**src/sv/rhc_pkg.sv**
```systemverilog
// Package for the RGB/HSV color converter: fixed-point widths, opcodes,
// pipeline control struct and the constant lookup tables built at elaboration.
// No dependencies; every other file of the block imports it.
package rhc_pkg;

    localparam int CHANNEL_MAX     = 15;
    localparam int CH_W            = 4;
    localparam int CH_TOP          = (1 << CH_W) - 1;
    localparam int SV_W            = 8;
    localparam int FX_SHIFT        = 8;
    localparam int FX_ONE          = 1 << FX_SHIFT;
    localparam int SV_MAX          = 255;
    localparam int HUE_MAX         = 255;
    localparam int HUE_STEP        = (6 << FX_SHIFT) / HUE_MAX;
    localparam int ROUND_HALF      = 128;
    localparam int SMALL_LIMIT     = 3;
    localparam int PIPE_DEPTH      = 5;

    // A normalized 8.8 value lies in 0..FX_ONE.
    localparam int NV_W            = FX_SHIFT + 1;
    // Largest reciprocal 65536/(max-min); the smallest difference is one channel step.
    localparam int DIFF_W          = $clog2(((FX_ONE << FX_SHIFT) / (FX_ONE / CHANNEL_MAX)) + 1);
    // Raw hue lies in -FX_ONE..5*FX_ONE.
    localparam int HS_W            = NV_W + 3;
    localparam int HABS_W          = NV_W + 2;
    // Division of the hue magnitude by HUE_STEP as a multiply by a rounded-up
    // reciprocal; exact for magnitudes up to 5*FX_ONE.
    localparam int HUE_RECIP_SHIFT = 13;
    localparam int HUE_RECIP       = ((1 << HUE_RECIP_SHIFT) / HUE_STEP) + 1;
    localparam int RECIP_W         = $clog2(HUE_RECIP + 1);
    localparam int HF_W            = SV_W + $clog2(HUE_STEP + 1);
    localparam int SECT_W          = HF_W - FX_SHIFT;
    localparam int CH_RND_W        = NV_W + $clog2(CHANNEL_MAX + 1);
    localparam int SV_RND_W        = NV_W + SV_W;

    typedef logic [NV_W-1:0] t_nval;
    typedef logic [(1 << CH_W)-1:0][NV_W-1:0] t_ch_tab;
    typedef logic [(1 << (2 * CH_W))-1:0][DIFF_W-1:0] t_diff_tab;
    typedef logic [(1 << (2 * CH_W))-1:0][SV_W-1:0] t_sat_tab;
    typedef logic [(1 << SV_W)-1:0][NV_W-1:0] t_sv_tab;

    typedef enum logic {
        OP_TO_HSV = 1'b0,
        OP_TO_RGB = 1'b1
    } t_op;

    typedef struct packed {
        logic [PIPE_DEPTH-1:0] load;
        logic                  out_valid;
        t_op                   out_op;
    } t_pipe_ctl;

    // Unsigned long division by shift and subtract; used only while the
    // tables below are built, for non-negative operands.
    function automatic int fx_udiv(input int num, input int den);
        int quo;
        int rem;
        quo = 0;
        rem = 0;
        for (int k = 31; k >= 0; k--) begin
            rem = (rem << 1) | ((num >> k) & 1);
            if (rem >= den) begin
                rem = rem - den;
                quo = quo | (1 << k);
            end
        end
        return quo;
    endfunction

    function automatic t_ch_tab build_ch_tab();
        t_ch_tab tab;
        for (int i = 0; i < (1 << CH_W); i++) begin
            tab[i] = t_nval'(fx_udiv(i << FX_SHIFT, CHANNEL_MAX));
        end
        return tab;
    endfunction

    // Indexed by {max code, min code}: the 8.8 reciprocal of max-min.
    function automatic t_diff_tab build_diff_tab();
        t_diff_tab tab;
        int        mx;
        int        mn;
        for (int hi = 0; hi < (1 << CH_W); hi++) begin
            for (int lo = 0; lo < (1 << CH_W); lo++) begin
                mx = fx_udiv(hi << FX_SHIFT, CHANNEL_MAX);
                mn = fx_udiv(lo << FX_SHIFT, CHANNEL_MAX);
                if (mx > mn) begin
                    tab[hi * (1 << CH_W) + lo] = DIFF_W'(fx_udiv(FX_ONE << FX_SHIFT, mx - mn));
                end else begin
                    tab[hi * (1 << CH_W) + lo] = '0;
                end
            end
        end
        return tab;
    endfunction

    // Indexed by {max code, min code}: saturation already rounded to 0..255.
    function automatic t_sat_tab build_sat_tab();
        t_sat_tab tab;
        int       mx;
        int       mn;
        int       diff;
        int       den;
        int       s;
        int       t;
        for (int hi = 0; hi < (1 << CH_W); hi++) begin
            for (int lo = 0; lo < (1 << CH_W); lo++) begin
                mx = fx_udiv(hi << FX_SHIFT, CHANNEL_MAX);
                mn = fx_udiv(lo << FX_SHIFT, CHANNEL_MAX);
                s  = 0;
                if (mx > mn) begin
                    diff = fx_udiv(FX_ONE << FX_SHIFT, mx - mn);
                    den  = (diff * mx) >> FX_SHIFT;
                    if (den != 0) begin
                        s = fx_udiv(FX_ONE << FX_SHIFT, den);
                    end
                end
                t = (s * SV_MAX + ROUND_HALF) >> FX_SHIFT;
                if (t > SV_MAX) begin
                    t = SV_MAX;
                end
                tab[hi * (1 << CH_W) + lo] = SV_W'(t);
            end
        end
        return tab;
    endfunction

    function automatic t_sv_tab build_sv_tab();
        t_sv_tab tab;
        for (int i = 0; i < (1 << SV_W); i++) begin
            tab[i] = t_nval'(fx_udiv(i << FX_SHIFT, SV_MAX));
        end
        return tab;
    endfunction

    localparam t_ch_tab   CH_NORM_TAB = build_ch_tab();
    localparam t_diff_tab DIFF_TAB    = build_diff_tab();
    localparam t_sat_tab  SAT_TAB     = build_sat_tab();
    localparam t_sv_tab   SV_NORM_TAB = build_sv_tab();

endpackage

```
**src/sv/rhc_pipe_ctl.sv**
```systemverilog
// Pipeline control for the color converter: per-stage valid bits, the opcode
// of each item in flight and the load enables that collapse bubbles.
// Depends on rhc_pkg.
module rhc_pipe_ctl import rhc_pkg::*; (
    input  logic      i_clk,
    input  logic      i_rst_n,
    input  logic      i_valid,
    input  t_op       i_op,
    input  logic      i_stall,
    output logic      o_stall,
    output t_pipe_ctl o_ctl
);

    logic [PIPE_DEPTH-1:0] r_valid;
    logic [PIPE_DEPTH-1:0] n_valid;
    logic [PIPE_DEPTH-1:0] r_op;
    logic [PIPE_DEPTH-1:0] load;

    // A stage takes new data when it is empty or when its content moves on.
    always_comb begin
        load[PIPE_DEPTH-1] = !r_valid[PIPE_DEPTH-1] || !i_stall;
        for (int k = PIPE_DEPTH - 2; k >= 0; k--) begin
            load[k] = !r_valid[k] || load[k+1];
        end
    end

    always_comb begin
        n_valid[0] = load[0] ? i_valid : r_valid[0];
        for (int k = 1; k < PIPE_DEPTH; k++) begin
            n_valid[k] = load[k] ? r_valid[k-1] : r_valid[k];
        end
    end

    always_ff @(posedge i_clk) begin
        if (!i_rst_n) begin
            r_valid <= '0;
        end else begin
            r_valid <= n_valid;
        end
    end

    always_ff @(posedge i_clk) begin
        if (load[0]) begin
            r_op[0] <= i_op;
        end
        for (int k = 1; k < PIPE_DEPTH; k++) begin
            if (load[k]) begin
                r_op[k] <= r_op[k-1];
            end
        end
    end

    assign o_stall         = !load[0];
    assign o_ctl.load      = load;
    assign o_ctl.out_valid = r_valid[PIPE_DEPTH-1];
    assign o_ctl.out_op    = t_op'(r_op[PIPE_DEPTH-1]);

endmodule

```
**src/sv/rhc_to_hsv.sv**
```systemverilog
// Five-stage datapath from 4-bit RGB to 8-bit HSV.
// Depends on rhc_pkg; stage loads come from rhc_pipe_ctl.
module rhc_to_hsv import rhc_pkg::*; (
    input  logic            i_clk,
    input  t_pipe_ctl       i_ctl,
    input  logic [CH_W-1:0] i_red,
    input  logic [CH_W-1:0] i_green,
    input  logic [CH_W-1:0] i_blue,
    output logic [SV_W-1:0] o_hue,
    output logic [SV_W-1:0] o_sat,
    output logic [SV_W-1:0] o_val
);

    typedef enum logic [1:0] {
        MAXC_RED   = 2'd0,
        MAXC_GREEN = 2'd1,
        MAXC_BLUE  = 2'd2
    } t_max_ch;

    // Stage 1: normalize, find max and min, look up reciprocal and saturation.
    t_max_ch         max_ch;
    logic [CH_W-1:0] max_code;
    logic [CH_W-1:0] min_code;
    t_nval           r1_r, r1_g, r1_b, r1_mx;
    logic [DIFF_W-1:0] r1_diff;
    logic [SV_W-1:0] r1_srnd;
    t_max_ch         r1_sel;

    always_comb begin
        if (i_red >= i_green && i_red >= i_blue) begin
            max_ch   = MAXC_RED;
            max_code = i_red;
        end else if (i_green >= i_blue) begin
            max_ch   = MAXC_GREEN;
            max_code = i_green;
        end else begin
            max_ch   = MAXC_BLUE;
            max_code = i_blue;
        end
        if (i_red <= i_green && i_red <= i_blue) begin
            min_code = i_red;
        end else if (i_green <= i_blue) begin
            min_code = i_green;
        end else begin
            min_code = i_blue;
        end
    end

    always_ff @(posedge i_clk) begin
        if (i_ctl.load[0]) begin
            r1_r    <= CH_NORM_TAB[i_red];
            r1_g    <= CH_NORM_TAB[i_green];
            r1_b    <= CH_NORM_TAB[i_blue];
            r1_mx   <= CH_NORM_TAB[max_code];
            r1_diff <= DIFF_TAB[{max_code, min_code}];
            r1_srnd <= SAT_TAB[{max_code, min_code}];
            r1_sel  <= max_ch;
        end
    end

    // Stage 2: scaled distances from the max, and value rounding.
    logic [NV_W+DIFF_W-1:0] prod_r, prod_g, prod_b;
    logic [SV_RND_W-1:0]    v_sum;
    logic [NV_W-1:0]        v_quo;
    logic [SV_W-1:0]        n_val;
    t_nval                  r2_rc, r2_gc, r2_bc;
    t_max_ch                r2_sel;
    logic [SV_W-1:0]        r2_srnd;
    logic [SV_W-1:0]        r2_val;

    always_comb begin
        prod_r = (NV_W + DIFF_W)'(r1_mx - r1_r) * (NV_W + DIFF_W)'(r1_diff);
        prod_g = (NV_W + DIFF_W)'(r1_mx - r1_g) * (NV_W + DIFF_W)'(r1_diff);
        prod_b = (NV_W + DIFF_W)'(r1_mx - r1_b) * (NV_W + DIFF_W)'(r1_diff);
        v_sum  = SV_RND_W'(r1_mx) * SV_RND_W'(SV_MAX) + SV_RND_W'(ROUND_HALF);
        v_quo  = v_sum[FX_SHIFT +: NV_W];
        n_val  = (v_quo > NV_W'(SV_MAX)) ? SV_W'(SV_MAX) : v_quo[SV_W-1:0];
    end

    always_ff @(posedge i_clk) begin
        if (i_ctl.load[1]) begin
            r2_rc   <= prod_r[FX_SHIFT +: NV_W];
            r2_gc   <= prod_g[FX_SHIFT +: NV_W];
            r2_bc   <= prod_b[FX_SHIFT +: NV_W];
            r2_sel  <= r1_sel;
            r2_srnd <= r1_srnd;
            r2_val  <= n_val;
        end
    end

    // Stage 3: raw sector hue, split into sign and magnitude.
    logic signed [HS_W-1:0] h_raw;
    logic [HS_W-1:0]        h_mag;
    logic                   r3_neg;
    logic [HABS_W-1:0]      r3_habs;
    logic [SV_W-1:0]        r3_srnd;
    logic [SV_W-1:0]        r3_val;

    always_comb begin
        case (r2_sel)
            MAXC_RED: begin
                h_raw = HS_W'(r2_bc) - HS_W'(r2_gc);
            end
            MAXC_GREEN: begin
                h_raw = HS_W'(2 * FX_ONE) + HS_W'(r2_rc) - HS_W'(r2_bc);
            end
            default: begin
                h_raw = HS_W'(4 * FX_ONE) + HS_W'(r2_gc) - HS_W'(r2_rc);
            end
        endcase
        h_mag = h_raw[HS_W-1] ? HS_W'(-h_raw) : HS_W'(h_raw);
    end

    always_ff @(posedge i_clk) begin
        if (i_ctl.load[2]) begin
            r3_neg  <= h_raw[HS_W-1];
            r3_habs <= h_mag[HABS_W-1:0];
            r3_srnd <= r2_srnd;
            r3_val  <= r2_val;
        end
    end

    // Stage 4: magnitude divided by the hue step, truncating.
    logic [HABS_W+RECIP_W-1:0] quo_prod;
    logic                      r4_neg;
    logic [SV_W-1:0]           r4_quo;
    logic [SV_W-1:0]           r4_srnd;
    logic [SV_W-1:0]           r4_val;

    assign quo_prod = (HABS_W + RECIP_W)'(r3_habs) * (HABS_W + RECIP_W)'(HUE_RECIP);

    always_ff @(posedge i_clk) begin
        if (i_ctl.load[3]) begin
            r4_neg  <= r3_neg;
            r4_quo  <= quo_prod[HUE_RECIP_SHIFT +: SV_W];
            r4_srnd <= r3_srnd;
            r4_val  <= r3_val;
        end
    end

    // Stage 5: wrap a negative hue, drop the full-circle value, zero small results.
    logic [SV_W:0]   hue_wrap;
    logic [SV_W-1:0] n_hue;
    logic [SV_W-1:0] n_sat;
    logic [SV_W-1:0] r5_hue;
    logic [SV_W-1:0] r5_sat;
    logic [SV_W-1:0] r5_val;

    always_comb begin
        hue_wrap = r4_neg ? ((SV_W + 1)'(HUE_MAX) - (SV_W + 1)'(r4_quo))
                          : (SV_W + 1)'(r4_quo);
        n_hue    = (hue_wrap >= (SV_W + 1)'(HUE_MAX)) ? '0 : hue_wrap[SV_W-1:0];
        // No hue for an achromatic result, nor for a hue below SMALL_LIMIT.
        if (r4_srnd == '0 || n_hue < SV_W'(SMALL_LIMIT)) begin
            n_hue = '0;
        end
        n_sat = (r4_srnd < SV_W'(SMALL_LIMIT)) ? '0 : r4_srnd;
    end

    always_ff @(posedge i_clk) begin
        if (i_ctl.load[4]) begin
            r5_hue <= n_hue;
            r5_sat <= n_sat;
            r5_val <= r4_val;
        end
    end

    assign o_hue = r5_hue;
    assign o_sat = r5_sat;
    assign o_val = r5_val;

endmodule

```
**src/sv/rhc_to_rgb.sv**
```systemverilog
// Five-stage datapath from 8-bit HSV to 4-bit RGB.
// Depends on rhc_pkg; stage loads come from rhc_pipe_ctl.
module rhc_to_rgb import rhc_pkg::*; (
    input  logic            i_clk,
    input  t_pipe_ctl       i_ctl,
    input  logic [SV_W-1:0] i_hue,
    input  logic [SV_W-1:0] i_sat,
    input  logic [SV_W-1:0] i_val,
    output logic [CH_W-1:0] o_red,
    output logic [CH_W-1:0] o_green,
    output logic [CH_W-1:0] o_blue
);

    typedef enum logic [SECT_W-1:0] {
        SEC_R_TO_Y = SECT_W'(0),
        SEC_Y_TO_G = SECT_W'(1),
        SEC_G_TO_C = SECT_W'(2),
        SEC_C_TO_B = SECT_W'(3),
        SEC_B_TO_M = SECT_W'(4),
        SEC_M_TO_R = SECT_W'(5)
    } t_sector;

    function automatic logic [CH_W-1:0] ch_round(input t_nval x);
        logic [CH_RND_W-1:0]          sum;
        logic [CH_RND_W-FX_SHIFT-1:0] quo;
        sum = CH_RND_W'(x) * CH_RND_W'(CHANNEL_MAX) + CH_RND_W'(ROUND_HALF);
        quo = sum[CH_RND_W-1:FX_SHIFT];
        return (quo > (CH_RND_W - FX_SHIFT)'(CH_TOP)) ? CH_W'(CH_TOP) : quo[CH_W-1:0];
    endfunction

    // Stage 1: normalize s and v, split the hue into sector and fraction.
    logic [SV_W-1:0]     hue_fix;
    logic [HF_W-1:0]     hue_frac;
    t_nval               r1_s, r1_v;
    logic [FX_SHIFT-1:0] r1_f;
    logic [SECT_W-1:0]   r1_sect;
    logic                r1_szero;

    always_comb begin
        hue_fix  = (i_hue == SV_W'(HUE_MAX)) ? '0 : i_hue;
        hue_frac = HF_W'(hue_fix) * HF_W'(HUE_STEP);
    end

    always_ff @(posedge i_clk) begin
        if (i_ctl.load[0]) begin
            r1_s     <= SV_NORM_TAB[i_sat];
            r1_v     <= SV_NORM_TAB[i_val];
            r1_f     <= hue_frac[FX_SHIFT-1:0];
            r1_sect  <= hue_frac[HF_W-1:FX_SHIFT];
            r1_szero <= (SV_NORM_TAB[i_sat] == '0);
        end
    end

    // Stage 2: p, and the two saturation-weighted fractions.
    logic [2*NV_W-1:0] prod_p, prod_sf, prod_sg;
    t_nval             r2_p, r2_sf, r2_sg, r2_v;
    logic [SECT_W-1:0] r2_sect;
    logic              r2_szero;

    always_comb begin
        prod_p  = (2 * NV_W)'(r1_v) * (2 * NV_W)'(t_nval'(FX_ONE) - r1_s);
        prod_sf = (2 * NV_W)'(r1_s) * (2 * NV_W)'(r1_f);
        prod_sg = (2 * NV_W)'(r1_s) * (2 * NV_W)'(t_nval'(FX_ONE) - t_nval'(r1_f));
    end

    always_ff @(posedge i_clk) begin
        if (i_ctl.load[1]) begin
            r2_p     <= prod_p[FX_SHIFT +: NV_W];
            r2_sf    <= prod_sf[FX_SHIFT +: NV_W];
            r2_sg    <= prod_sg[FX_SHIFT +: NV_W];
            r2_v     <= r1_v;
            r2_sect  <= r1_sect;
            r2_szero <= r1_szero;
        end
    end

    // Stage 3: q and t.
    logic [2*NV_W-1:0] prod_q, prod_t;
    t_nval             r3_p, r3_q, r3_t, r3_v;
    logic [SECT_W-1:0] r3_sect;
    logic              r3_szero;

    always_comb begin
        prod_q = (2 * NV_W)'(r2_v) * (2 * NV_W)'(t_nval'(FX_ONE) - r2_sf);
        prod_t = (2 * NV_W)'(r2_v) * (2 * NV_W)'(t_nval'(FX_ONE) - r2_sg);
    end

    always_ff @(posedge i_clk) begin
        if (i_ctl.load[2]) begin
            r3_p     <= r2_p;
            r3_q     <= prod_q[FX_SHIFT +: NV_W];
            r3_t     <= prod_t[FX_SHIFT +: NV_W];
            r3_v     <= r2_v;
            r3_sect  <= r2_sect;
            r3_szero <= r2_szero;
        end
    end

    // Stage 4: sector selection; a grey input keeps v on all channels.
    t_nval n_cr, n_cg, n_cb;
    t_nval r4_cr, r4_cg, r4_cb;

    always_comb begin
        case (t_sector'(r3_sect))
            SEC_R_TO_Y: begin
                n_cr = r3_v; n_cg = r3_t; n_cb = r3_p;
            end
            SEC_Y_TO_G: begin
                n_cr = r3_q; n_cg = r3_v; n_cb = r3_p;
            end
            SEC_G_TO_C: begin
                n_cr = r3_p; n_cg = r3_v; n_cb = r3_t;
            end
            SEC_C_TO_B: begin
                n_cr = r3_p; n_cg = r3_q; n_cb = r3_v;
            end
            SEC_B_TO_M: begin
                n_cr = r3_t; n_cg = r3_p; n_cb = r3_v;
            end
            default: begin
                n_cr = r3_v; n_cg = r3_p; n_cb = r3_q;
            end
        endcase
        if (r3_szero) begin
            n_cr = r3_v;
            n_cg = r3_v;
            n_cb = r3_v;
        end
    end

    always_ff @(posedge i_clk) begin
        if (i_ctl.load[3]) begin
            r4_cr <= n_cr;
            r4_cg <= n_cg;
            r4_cb <= n_cb;
        end
    end

    // Stage 5: round each channel back to the output scale.
    logic [CH_W-1:0] r5_red, r5_green, r5_blue;

    always_ff @(posedge i_clk) begin
        if (i_ctl.load[4]) begin
            r5_red   <= ch_round(r4_cr);
            r5_green <= ch_round(r4_cg);
            r5_blue  <= ch_round(r4_cb);
        end
    end

    assign o_red   = r5_red;
    assign o_green = r5_green;
    assign o_blue  = r5_blue;

endmodule

```
**src/sv/rgb_hsv_converter_top.sv**
```systemverilog
// Top level of the RGB/HSV color converter: pipeline control plus the two
// conversion datapaths. Depends on rhc_pkg, rhc_pipe_ctl, rhc_to_hsv, rhc_to_rgb.
//
// This block converts one color per item in either direction between 4-bit
// RGB and 8-bit HSV, with i_op selecting the direction (0 for RGB to HSV,
// 1 for HSV to RGB); the fields of the direction not chosen come out as zero.
// It is a five-stage pipeline that accepts a new item on every clock while
// o_stall is low: o_valid rises once the item reaches the fifth stage register,
// and the sustained rate is one item per cycle while i_stall is low; the five
// stages are set by the chain of dependent multiplies in the HSV to RGB path
// and by the divide-by-six step of the hue in the RGB to HSV path. Back-pressure
// through i_stall holds the output item in place while empty stages behind it
// keep filling, so o_stall rises only when all five stages hold items and the
// output is held back. The block keeps no state between items, has no
// configuration, and needs no clearing pass after reset.
module rgb_hsv_converter_top import rhc_pkg::*; (
    input  logic            i_clk,
    input  logic            i_rst_n,
    input  logic            i_valid,
    output logic            o_stall,
    input  logic            i_op,
    input  logic [CH_W-1:0] i_red_in,
    input  logic [CH_W-1:0] i_green_in,
    input  logic [CH_W-1:0] i_blue_in,
    input  logic [SV_W-1:0] i_hue_in,
    input  logic [SV_W-1:0] i_sat_in,
    input  logic [SV_W-1:0] i_val_in,
    output logic            o_valid,
    input  logic            i_stall,
    output logic [SV_W-1:0] o_hue_out,
    output logic [SV_W-1:0] o_sat_out,
    output logic [SV_W-1:0] o_val_out,
    output logic [CH_W-1:0] o_red_out,
    output logic [CH_W-1:0] o_green_out,
    output logic [CH_W-1:0] o_blue_out
);

    t_pipe_ctl       pipe_ctl;
    logic [SV_W-1:0] hsv_hue, hsv_sat, hsv_val;
    logic [CH_W-1:0] rgb_red, rgb_green, rgb_blue;
    logic            out_is_hsv;

    // Valid bits and the opcode travel here; both datapaths load in step with them.
    rhc_pipe_ctl u_ctl (
        .i_clk   (i_clk),
        .i_rst_n (i_rst_n),
        .i_valid (i_valid),
        .i_op    (t_op'(i_op)),
        .i_stall (i_stall),
        .o_stall (o_stall),
        .o_ctl   (pipe_ctl)
    );

    // Both directions are computed for every item; the opcode picks the result.
    rhc_to_hsv u_to_hsv (
        .i_clk   (i_clk),
        .i_ctl   (pipe_ctl),
        .i_red   (i_red_in),
        .i_green (i_green_in),
        .i_blue  (i_blue_in),
        .o_hue   (hsv_hue),
        .o_sat   (hsv_sat),
        .o_val   (hsv_val)
    );

    rhc_to_rgb u_to_rgb (
        .i_clk   (i_clk),
        .i_ctl   (pipe_ctl),
        .i_hue   (i_hue_in),
        .i_sat   (i_sat_in),
        .i_val   (i_val_in),
        .o_red   (rgb_red),
        .o_green (rgb_green),
        .o_blue  (rgb_blue)
    );

    // The fields of the direction not chosen are forced to zero.
    assign out_is_hsv  = (pipe_ctl.out_op == OP_TO_HSV);
    assign o_valid     = pipe_ctl.out_valid;
    assign o_hue_out   = out_is_hsv ? hsv_hue : '0;
    assign o_sat_out   = out_is_hsv ? hsv_sat : '0;
    assign o_val_out   = out_is_hsv ? hsv_val : '0;
    assign o_red_out   = out_is_hsv ? '0 : rgb_red;
    assign o_green_out = out_is_hsv ? '0 : rgb_green;
    assign o_blue_out  = out_is_hsv ? '0 : rgb_blue;

endmodule

```
**config.mk**
```make
export PLATFORM = sky130hd
export DESIGN_NAME = rgb_hsv_converter_top
export DESIGN_NICKNAME = d
export VERILOG_FILES = /design/src/sv/rhc_pkg.sv /design/src/sv/rhc_pipe_ctl.sv /design/src/sv/rhc_to_hsv.sv /design/src/sv/rhc_to_rgb.sv /design/src/sv/rgb_hsv_converter_top.sv
export SDC_FILE = /design/constraint.sdc
export NUM_CORES = 2
export LEC_CHECK = 0
export BUFFER_PORTS_ARGS = -buffer_cell sky130_fd_sc_hd__buf_2
export CELL_PAD_IN_SITES_DETAIL_PLACEMENT = 1
export CELL_PAD_IN_SITES_GLOBAL_PLACEMENT = 2
export CORE_UTILIZATION = 46
export CTS_CLUSTER_DIAMETER = 80
export DETAILED_ROUTE_END_ITERATION = 6
export GPL_TIMING_DRIVEN = 0
export PLACE_DENSITY_LB_ADDON = 0.1
export SETUP_SLACK_MARGIN = 0.4
export SLEW_MARGIN = 10
export SYNTH_ARGS = -nofsm -noshare
export SYNTH_HDL_FRONTEND = slang
export SYNTH_SLANG_ARGS = --single-unit
```
**constraint.sdc**
```tcl
create_clock -name i_clk -period 11.05 [get_ports i_clk]
set_input_delay 1.6575 -clock i_clk [delete_from_list [all_inputs] [get_ports i_clk]]
set_output_delay 1.6575 -clock i_clk [all_outputs]
set_load 0.02 [all_outputs]
```
==> impl_metrics.xml <==
<?xml version="1.0" encoding="UTF-8"?>
<metrics>
  <group name="status">
    <metric name="run_status" unit="">completed</metric>
  </group>
  <group name="critical_path">
    <metric name="cpPeakStageDelay" unit="ps">990</metric>
    <metric name="path_common_cell" unit="">sky130_fd_sc_hd__inv_1</metric>
    <metric name="crit_fanout" unit="">11</metric>
    <metric name="path_class" unit="">reg -&gt; reg</metric>
    <metric name="cp_capture_type" unit="">flip-flop</metric>
    <metric name="cp-start-kind" unit="">flip-flop</metric>
    <metric name="critical_path_required" unit="ps">11350</metric>
    <metric name="slowest_stage_cell_cp" unit="">sky130_fd_sc_hd__xnor2_1</metric>
    <metric name="timing.critical_path.arrival" unit="ps">9300</metric>
  </group>
  <group name="detailed_routing">
    <metric name="drt_wl_total" unit="mm">144</metric>
    <metric name="remaining_drc_errors" unit="">0</metric>
    <metric name="initialDrtViolationCount" unit="">2102</metric>
    <metric name="antenna_left" unit="">0</metric>
    <metric name="routedWlPerCell" unit="µm">22.4</metric>
    <metric name="drt-pass1-iter-count" unit="">5</metric>
    <metric name="vias_per_cell" unit="">5.50</metric>
    <metric name="via_count" unit="">35300</metric>
  </group>
  <group name="final_layout">
    <metric name="areaGrowthSynthToFinish" unit="%">8.07</metric>
    <metric name="nets" unit="">6184</metric>
    <metric name="final.fill_count" unit="">11500</metric>
    <metric name="post-route-util" unit="%">50.3</metric>
    <metric name="post-route-cell-area" unit="µm²">50400</metric>
    <metric name="post_route_cells_drive_above_1_share" unit="%">5.20</metric>
  </group>
  <group name="global_routing">
    <metric name="first_global_vias" unit="">38300</metric>
    <metric name="first_pass_grt_wire_length" unit="mm">225</metric>
    <metric name="track_usage" unit="%">28.5</metric>
    <metric name="met2_usage" unit="%">47.1</metric>
    <metric name="globalRouteMet3Util" unit="%">3.14</metric>
    <metric name="global_route.usage.met1" unit="%">39.4</metric>
    <metric name="grt_antenna_before_repair" unit="">8</metric>
    <metric name="grt_start_max_net_pins" unit="">61</metric>
    <metric name="grt_overflow" unit="">0</metric>
    <metric name="gr-max-usage-layer" unit="">met2</metric>
  </group>
  <group name="synth">
    <metric name="postSynthRegisterBits" unit="">322</metric>
    <metric name="synthDominantAreaCellType" unit="">sky130_fd_sc_hd__fa_1</metric>
    <metric name="yosysWarnings" unit="">0</metric>
    <metric name="post_synthesis_cell_area" unit="µm²">46600</metric>
    <metric name="synthesis.instances" unit="">4895</metric>
    <metric name="synthDominantCellAreaShare" unit="%">27.1</metric>
    <metric name="number_of_enable_flip_flop_cells_after_synthesis" unit="">317</metric>
    <metric name="ys_dominant_reg_cell" unit="">sky130_fd_sc_hd__edfxtp_1</metric>
    <metric name="syn-num-nets" unit="">6053</metric>
    <metric name="netlist-cell-type-count" unit="">107</metric>
    <metric name="synthArstFlopShare" unit="%">0</metric>
    <metric name="synth.area.top_cells" unit="">sky130_fd_sc_hd__fa_1 (27%), sky130_fd_sc_hd__edfxtp_1 (20%), sky130_fd_sc_hd__ha_1 (13%)</metric>
    <metric name="yosys.cell_count.top_type" unit="">sky130_fd_sc_hd__inv_1</metric>
    <metric name="top_cells_by_instance_count_after_synthesis" unit="">sky130_fd_sc_hd__inv_1 (896), sky130_fd_sc_hd__fa_1 (632), sky130_fd_sc_hd__nand2_1 (580)</metric>
    <metric name="mean_cell_area_of_the_mapped_netlist" unit="µm²">9.53</metric>
    <metric name="yosysSeqAreaShare" unit="%">20.6</metric>
  </group>
  <group name="placement">
    <metric name="dp.final_hpwl" unit="mm">116</metric>
    <metric name="placed_cell_area" unit="µm²">48900</metric>
    <metric name="place.gp.congestion" unit="">0.960</metric>
    <metric name="post-place-ws" unit="ps">2170</metric>
    <metric name="place.port_buffers" unit="">78</metric>
  </group>
  <group name="clock_tree">
    <metric name="cts.root.buffer_cell" unit="">sky130_fd_sc_hd__clkbuf_16</metric>
    <metric name="clk_transition_reported_paths" unit="ps">60</metric>
    <metric name="cts_max_level" unit="">2</metric>
    <metric name="clk_latency" unit="ps">630</metric>
    <metric name="post-cts-setup-buffers" unit="">0</metric>
    <metric name="cts_resized" unit="">0</metric>
    <metric name="clock_sink_count" unit="">322</metric>
    <metric name="clockBufferDepth" unit="">3</metric>
    <metric name="cts_tree" unit="">built</metric>
    <metric name="ctsHoldBuffers" unit="">0</metric>
    <metric name="cts_bufs_inserted" unit="">43</metric>
  </group>
  <group name="die">
    <metric name="die_wd" unit="µm">320</metric>
    <metric name="dieHeight" unit="µm">320</metric>
    <metric name="start_util" unit="%">46.5</metric>
    <metric name="placementRows" unit="">116</metric>
    <metric name="dieArea" unit="µm²">103000</metric>
    <metric name="core-area" unit="µm²">100000</metric>
    <metric name="ios" unit="">79</metric>
  </group>
  <group name="sta">
    <metric name="rsz0062_at_grt" unit="">no</metric>
    <metric name="setup_ws" unit="ps">2060</metric>
    <metric name="tns" unit="ps">0</metric>
    <metric name="setup_violations" unit="">0</metric>
    <metric name="skew" unit="ps">38.7</metric>
    <metric name="relSlewSlack" unit="%">8.48</metric>
    <metric name="crit_share_post_route" unit="%">81.4</metric>
    <metric name="finalMaxSlewViolations" unit="">0</metric>
    <metric name="max_freq" unit="MHz">111</metric>
    <metric name="hold_viol" unit="">0</metric>
    <metric name="tightestPinTransition" unit="ps">1370</metric>
    <metric name="finalWorstPathRequiredPeriod" unit="ps">8990</metric>
  </group>
  <group name="min_path">
    <metric name="timing.hold.worst.class" unit="">reg -&gt; reg</metric>
  </group>
  <group name="job">
    <metric name="max_cap_violations" unit="">0</metric>
  </group>
</metrics>
[final cells by class]
| type | count | area (µm²) | area share [%] |
|---|---|---|---|
| multi-input cells | 3471 | 32800 | 65.1 |
| flip-flops and latches | 322 | 9620 | 19.1 |
| inverters | 900 | 3380 | 6.71 |
| well taps | 1357 | 1700 | 3.37 |
| clock buffers | 49 | 1120 | 2.22 |
| plain buffers | 202 | 841 | 1.67 |
| repair buffers | 86 | 548 | 1.09 |
| clock inverters | 29 | 360 | 0.715 |
| diodes | 2 | 5.00 | 0.00993 |
[placed cells by master, fill, tap and decap left out, types with 9 or more instances in the layout]
cell	instances
sky130_fd_sc_hd__edfxtp_1	317
sky130_fd_sc_hd__o21bai_1	15
sky130_fd_sc_hd__nor2b_1	84
sky130_fd_sc_hd__buf_4	9
sky130_fd_sc_hd__o211ai_1	24
sky130_fd_sc_hd__a31oi_1	24
sky130_fd_sc_hd__a22oi_1	11
sky130_fd_sc_hd__buf_2	105
sky130_fd_sc_hd__inv_1	894
sky130_fd_sc_hd__a211oi_1	29
sky130_fd_sc_hd__nand2b_1	36
sky130_fd_sc_hd__and2_1	227
sky130_fd_sc_hd__a21o_1	36
sky130_fd_sc_hd__nor4_1	13
sky130_fd_sc_hd__clkbuf_1	158
sky130_fd_sc_hd__o21a_1	24
sky130_fd_sc_hd__xor2_1	56
sky130_fd_sc_hd__or3_1	18
sky130_fd_sc_hd__buf_1	12
sky130_fd_sc_hd__a221oi_1	13
sky130_fd_sc_hd__clkinv_4	9
sky130_fd_sc_hd__nand3_1	62
sky130_fd_sc_hd__clkbuf_16	44
sky130_fd_sc_hd__o21ai_0	115
sky130_fd_sc_hd__nor3_1	100
sky130_fd_sc_hd__o31ai_1	16
sky130_fd_sc_hd__xnor2_1	184
sky130_fd_sc_hd__a21oi_1	160
sky130_fd_sc_hd__mux2i_1	51
sky130_fd_sc_hd__fa_1	632
sky130_fd_sc_hd__a21boi_0	24
sky130_fd_sc_hd__and3_1	23
sky130_fd_sc_hd__ha_1	485
sky130_fd_sc_hd__nor2_1	185
sky130_fd_sc_hd__o21ai_1	13
sky130_fd_sc_hd__nand2_1	578
sky130_fd_sc_hd__o221ai_1	11
sky130_fd_sc_hd__o22ai_1	16
sky130_fd_sc_hd__o32ai_1	9
sky130_fd_sc_hd__nand4_1	18
[layer usage]
metal | part of all wire (%) | routed length [µm] | vias to the layer above
met1 | 46 | 66000 | 18000
met5 | 0 | 0 | -
li1 | - | - | 16100
met2 | 46 | 66400 | 871
met4 | 2.9 | 4230 | 0
met3 | 4.9 | 7040 | 230
[final timing paths]
path / start / to / slack (ps) / cells past startpoint
worst max register to register: u_to_hsv.r1_mx[4] / u_to_hsv.r2_gc[8] / 2060 / 26
worst max-delay path: u_to_hsv.r1_mx[4] / u_to_hsv.r2_gc[8] / 2060 / 26
worst min-delay path: u_ctl.r_op[0] / u_ctl.r_op[1] / 410 / 0
worst min register to register: u_ctl.r_op[0] / u_ctl.r_op[1] / 410 / 0
[kinds of logic (layout without fill, tap and decap cells)]
logic type,Yosys count,in the layout,share of synthesized area (%)
other,0,2,0
muxes,53,53,1.14
DFF,322,322,20.6
xor gates and xnor gates,243,243,4.65
and+or+nand+nor,1397,1397,14.5
AOI/OAI and AO/OA,661,661,9.88
adders and majority gates,1117,1117,40.1
buffers and inverters,1102,1266,9.05
[sequential cells by signal, indices dropped and copies added (netlist names), 9 cells and up]
register and cells:
u_to_rgb.r3_p 9, u_to_rgb.r2_p 9, u_to_rgb.r1_v 9, u_to_hsv.r2_gc 9, u_to_rgb.r4_cr 9, u_to_rgb.r3_q 9
u_to_hsv.r2_bc 9, u_to_hsv.r1_diff 12, u_to_hsv.r3_habs 11, u_to_rgb.r3_v 9, u_to_rgb.r4_cg 9, u_to_rgb.r1_s 9
u_to_rgb.r2_sg 9, u_to_hsv.r2_rc 9, u_to_rgb.r3_t 9, u_to_rgb.r2_sf 9, u_to_rgb.r2_v 9, u_to_rgb.r4_cb 9
[metrics by stage]
stage               std cells  hold WS, ps
floorplan                4895          400
global placement         6330          401
detailed placement       6338          406
CTS                      6416          410
global route             6416          420
finish                   6418          411
[worst max-delay path: cells and delay by family (launching register included)]
family                   cells  cell delay [ps]
flip-flops                   1              680
XOR/XNOR                     2             1430
adder cells (fa/ha/maj)      7             3450
AND/OR/NAND/NOR              4              650
AO/OA/AOI/OAI                7             1870
buffers and inverters        6              580
Power is not shown: default switching activity piles up to over one toggle a cycle in this logic, so the estimate is an artifact.
